$ cat src/assert_macros.svh
`ifndef ASSERT_MACROS_SVH
`define ASSERT_MACROS_SVH
// check a condition on every clock out of reset
`define KDM_ASSERT(lbl, expr) \
  lbl: assert property (@(posedge clk) disable iff (!rst_n) (expr)) \
    else $error("kdm assertion failed");
// check a same-cycle implication
`define KDM_ASSERT_IMP(lbl, ante, cons) \
  lbl: assert property (@(posedge clk) disable iff (!rst_n) (ante) |-> (cons)) \
    else $error("kdm assertion failed");
// check a next-cycle implication
`define KDM_ASSERT_NXT(lbl, ante, cons) \
  lbl: assert property (@(posedge clk) disable iff (!rst_n) (ante) |=> (cons)) \
    else $error("kdm assertion failed");
`endif

$ cat src/kdm_pkg.sv
`timescale 1ns / 1ps
`default_nettype none
package kdm_pkg;
  localparam int NUM_SYMBOLS_DEF = 64;

  localparam logic [7:0] FAIL_CODE = 8'hFF;
  localparam logic [7:0] FIRST_ACCEPT = 8'hFE;

  localparam logic [2:0] CMD_ADD_SYM = 3'd0;
  localparam logic [2:0] CMD_BEGIN   = 3'd1;
  localparam logic [2:0] CMD_PAT     = 3'd2;
  localparam logic [2:0] CMD_END     = 3'd3;
  localparam logic [2:0] CMD_SCAN    = 3'd4;
  localparam logic [2:0] CMD_RESTART = 3'd5;

  localparam logic [1:0] ST_OK     = 2'd0;
  localparam logic [1:0] ST_ACCEPT = 2'd1;
  localparam logic [1:0] ST_FAILED = 2'd2;
  localparam logic [1:0] ST_FULL   = 2'd3;

  localparam logic [7:0] CH_SPACE = 8'h20;
  localparam logic [7:0] CH_TAB   = 8'h09;
  localparam logic [7:0] CH_CR    = 8'h0D;
  localparam logic [7:0] CH_NL    = 8'h0A;
  localparam logic [7:0] CH_LPAR  = 8'h28;
  localparam logic [7:0] CH_RPAR  = 8'h29;
  localparam logic [7:0] CH_UA    = 8'h41;
  localparam logic [7:0] CH_UZ    = 8'h5A;
  localparam logic [7:0] CH_LA    = 8'h61;
  localparam logic [7:0] CH_LZ    = 8'h7A;
  localparam logic [7:0] CASE_OFS = 8'd32;

  typedef struct packed {
    logic latch;
    logic clr_step;
    logic map_rd;
    logic map_wr_up;
    logic map_wr_low;
    logic set_err;
    logic begin_exec;
    logic restart;
    logic nl_wr;
    logic tbl_rd;
    logic step_exec;
    logic end_exec;
    logic fill_step;
    logic close;
    logic id_done;
    logic emit;
  } dp_ctl_t;

  typedef struct packed {
    logic [2:0] cmd;
    logic       clr_done;
    logic       fill_done;
    logic       sym_unknown;
    logic       sym_full;
    logic       open;
    logic       tbl_fail;
    logic       state_full;
    logic       scan_hit;
    logic       out_busy;
  } dp_sts_t;
endpackage
`default_nettype wire

$ cat src/kdm_ctrl.sv
`timescale 1ns / 1ps
`default_nettype none
`include "assert_macros.svh"
module kdm_ctrl (
  input  logic              clk,
  input  logic              rst_n,
  input  logic              in_valid,
  output logic              in_stall,
  input  kdm_pkg::dp_sts_t  sts,
  output kdm_pkg::dp_ctl_t  ctl
);
  import kdm_pkg::*;

  localparam logic [3:0] S_CLEAR = 4'd0;
  localparam logic [3:0] S_IDLE  = 4'd1;
  localparam logic [3:0] S_DISP  = 4'd2;
  localparam logic [3:0] S_ADD   = 4'd3;
  localparam logic [3:0] S_ADD2  = 4'd4;
  localparam logic [3:0] S_SYM   = 4'd5;
  localparam logic [3:0] S_TBL   = 4'd6;
  localparam logic [3:0] S_ID    = 4'd7;
  localparam logic [3:0] S_END   = 4'd8;
  localparam logic [3:0] S_FILL  = 4'd9;
  localparam logic [3:0] S_OUT   = 4'd10;

  logic [3:0] state_r, state_nxt;
  logic       ready;

  assign ready = (state_r == S_IDLE) && !sts.out_busy;
  assign in_stall = !ready;

  always_comb begin
    ctl = '0;
    state_nxt = state_r;
    unique case (state_r)
      S_CLEAR: begin
        ctl.clr_step = 1'b1;
        if (sts.clr_done) state_nxt = S_IDLE;
      end
      S_IDLE: begin
        if (in_valid && ready) begin
          ctl.latch = 1'b1;
          state_nxt = S_DISP;
        end
      end
      S_DISP: begin
        state_nxt = S_OUT;
        unique case (sts.cmd)
          CMD_ADD_SYM: begin
            ctl.map_rd = 1'b1;
            state_nxt = S_ADD;
          end
          CMD_BEGIN: ctl.begin_exec = 1'b1;
          CMD_PAT: begin
            if (sts.open) begin
              ctl.map_rd = 1'b1;
              state_nxt = S_SYM;
            end
          end
          CMD_END: begin
            if (sts.open) begin
              ctl.nl_wr = 1'b1;
              ctl.tbl_rd = 1'b1;
              state_nxt = S_END;
            end
          end
          CMD_SCAN: begin
            ctl.map_rd = 1'b1;
            state_nxt = S_SYM;
          end
          CMD_RESTART: ctl.restart = 1'b1;
          default: state_nxt = S_OUT;
        endcase
      end
      S_ADD: begin
        state_nxt = S_OUT;
        if (sts.sym_unknown) begin
          if (sts.sym_full) begin
            ctl.set_err = 1'b1;
          end else begin
            ctl.map_wr_up = 1'b1;
            state_nxt = S_ADD2;
          end
        end
      end
      S_ADD2: begin
        ctl.map_wr_low = 1'b1;
        state_nxt = S_OUT;
      end
      S_SYM: begin
        ctl.tbl_rd = 1'b1;
        state_nxt = S_TBL;
      end
      S_TBL: begin
        ctl.step_exec = 1'b1;
        state_nxt = (sts.cmd == CMD_SCAN && sts.scan_hit) ? S_ID : S_OUT;
      end
      S_ID: begin
        ctl.id_done = 1'b1;
        state_nxt = S_OUT;
      end
      S_END: begin
        ctl.end_exec = 1'b1;
        if (sts.tbl_fail && !sts.state_full) begin
          state_nxt = S_FILL;
        end else begin
          ctl.close = 1'b1;
          state_nxt = S_OUT;
        end
      end
      S_FILL: begin
        ctl.fill_step = 1'b1;
        if (sts.fill_done) begin
          ctl.close = 1'b1;
          state_nxt = S_OUT;
        end
      end
      S_OUT: begin
        ctl.emit = 1'b1;
        state_nxt = S_IDLE;
      end
      default: state_nxt = S_IDLE;
    endcase
  end

  always_ff @(posedge clk) begin
    if (!rst_n) begin
      state_r <= S_CLEAR;
    end else begin
      state_r <= state_nxt;
    end
  end

  `KDM_ASSERT_IMP(a_fill_after_end, state_r == S_FILL,
    $past(state_r) == S_END || $past(state_r) == S_FILL)
  `KDM_ASSERT_NXT(a_emit_then_idle, ctl.emit, state_r == S_IDLE)
  `KDM_ASSERT_IMP(a_emit_slot_free, ctl.emit, !sts.out_busy)
endmodule
`default_nettype wire

$ cat config.mk
export PLATFORM = sky130hd
export DESIGN_NAME = kdm_ctrl
export DESIGN_NICKNAME = d
export VERILOG_FILES = /design/src/kdm_pkg.sv /design/src/kdm_ctrl.sv
export VERILOG_INCLUDE_DIRS = /design/src /design/src/src
export SDC_FILE = /design/constraint.sdc
export NUM_CORES = 1
export LEC_CHECK = 0
export BUFFER_PORTS_ARGS = -buffer_cell sky130_fd_sc_hd__buf_2
export CELL_PAD_IN_SITES_DETAIL_PLACEMENT = 0
export CELL_PAD_IN_SITES_GLOBAL_PLACEMENT = 1
export CORE_MARGIN = 4
export CORE_UTILIZATION = 25
export DETAILED_ROUTE_END_ITERATION = 10
export GPL_TIMING_DRIVEN = 0
export PLACE_DENSITY = 0.72
export SLEW_MARGIN = 10
export SYNTH_ARGS = -nofsm -noshare
export SYNTH_HDL_FRONTEND = slang
export SYNTH_SLANG_ARGS = --single-unit
$ cat constraint.sdc
create_clock -name clk -period 1.7 [get_ports clk]
set_input_delay 0.17 -clock clk [delete_from_list [all_inputs] [get_ports clk]]
set_output_delay 0.17 -clock clk [all_outputs]
set_load 0.005 [all_outputs]
==> reports/results.tsv <==
metric	value	unit
cp_top_family	simple AND/OR/NAND/NOR gates	
timing.critical_path.buf_inv	1	
syn_nets	88	
ctsHoldBuffers	0	
vias_per_cell	4.96	
drc	0	
yosysWarnings	0	
grt_max_degree	11	
yosysSeqAreaShare	0.168	
status	completed	
max_slew_margin	0.758	
dr_total_vias	655	
crit_chain	buf_6 > nor2_2 > and3_4 > or3_1 > o41a_1	
tightest_slew	360	ps
wl	1570	microns
cts_tree	built	
clock-sinks	4	
final_common_cell	buf_2	
h-tree-depth	1	
end_kind	flop	
gr-total-overflow	0	
avgSynthCellArea	6.55	sq um
hpwl	1270	microns
synth_area	478	sq um
final_cells	132	
fin_crit	1630	ps
maxSlewViolCount	0	
routedWlPerCell	11.9	microns
irDropWorstVdd	0.175	mV
power.total	0.000325	W
hold_class	in2reg	
die_y	51.7	microns
async_reset_ff_frac	0	
setup-violations-final	0	
antenna_found_initial	0	
synth_edf_count	0	
ys_ff_latch	4	
dieArea	2680	sq um
clk_path_buf_depth	2	
nNetsFinal	124	
cp_slowest_cell	o41a_1	
fin_util	0.411	
power_leakage	0.357	nW
clk_pin_slew_worst_paths	40	ps
grt_use_total	0.118	
cellPowerDensity	449	nW/um^2
rsz0062_at_grt	no	
insertion_delay	240	ps
drt_iter0_markers	16	
cpPeakStageDelay	410	ps
placed_cells	129	
cp-start-kind	flop	
top_register	state_r	
fp-row-count	15	
skew	4.20	ps
gp_congestion	0.766	
area_growth	51.6	%
start_util	0.271	
die_x	51.7	microns
maxCapViolCount	0	
num_io_pins	32	
fp.coreArea	1760	sq um
cts_root_buf	clkbuf_4	
num_antenna_cells	0	
mostFrequentLayoutCells	buf_2, nor2_1, inv_1, a21oi_1, nor3_1	
largest_register_ff_count	4	
port_buffers	31	
criticalPathCategory	reg2reg	
max_freq	613	MHz
worstPathRequired	1810	ps
cp_max_fo	9	
timing.final.crit_share	0.960	
drtPass1Iterations	4	
ys.flop_type	dfxtp_1	
grt_pass1_wl	2440	microns
finalHoldViolations	0	
cp_data_arrival_time	1750	ps
grt_pass1_vias	539	
top_regs	state_r: 4 flops	
syn_inst	73	
ant_nets	0	
numCtsBuffers	3	
netlist-cell-type-count	32	
drive_gt1_frac	0.430	
synthesized netlist by cell type (2+ instances only):
library cell	number	share of area
buf_2	2	0.021
o21ai_0	3	0.031
nor4_1	3	0.039
dfxtp_1	4	0.17
and2_1	2	0.026
nand2b_1	5	0.065
or3_1	4	0.052
nand2_1	5	0.039
nor2_1	7	0.055
inv_1	6	0.047
a21oi_1	6	0.063
nor3_1	6	0.063
cells by family (layout without fill, tap and decap cells):
kind of cell,count (synthesis),after routing,share of synthesized area
buf+inv,10,44,0.0916
compound gates,17,17,0.238
flops,4,4,0.168
simple gates,42,42,0.503
layout make-up:
cell class	instances	area (sq um)
Sequential cell	4	81.3
Multi-Input combinational cell	59	383
Timing Repair Buffer	32	163
Buffer	3	21.3
Tap cell	25	31.3
Inverter	6	22.5
Clock buffer	3	22.5
Fill cell	220	1040
timing repair:
item / 4_1_cts / 5_1_grt
pin swaps: 0 / 1
setup endpoints to repair: 5 / 6
gates resized for setup: 1 / 8
setup buffers: 0 / 1
per-stage QoR:
stage	setup slack [ps]	TNS, ps	hold slack, ps	cell area (sq um)
after floorplan	164	0	298	478
after global placement	24.4	0	451	664
after detailed placement	48.0	0	445	664
after CTS	-21.7	-21.7	192	688
after global routing	5.83	0	196	724
final	67.5	0	187	724
layer usage:
metal | track usage | routed length [microns]
met4 | 0.0393 | 22
met3 | 0.0201 | 137
met5 | 0 | 0
met2 | 0.184 | 698
met1 | 0.163 | 709
worst register-to-register path, cell delays in order, from the launching register on:
cell	delay (ps)
dfxtp_1	320
buf_6	140
nor2_2	60
and3_4	190
or3_1	390
o41a_1	410
worst paths after layout:
check / start / to / slack, ps / cells past startpoint
max reg2reg: state_r[1] / state_r[3] / 70 / 5
min: rst_n / state_r[2] / 190 / 2
max: state_r[1] / state_r[3] / 70 / 5
min reg2reg: state_r[1] / state_r[1] / 750 / 3
report_power, final:
group | switching [W] | internal (W)
Sequential | 0.00000123 | 0.0000985
Clock | 0.0000426 | 0.0000792
Combinational | 0.0000599 | 0.0000438
Total | 0.000104 | 0.000222
Power figures use the tool's default switching activity.
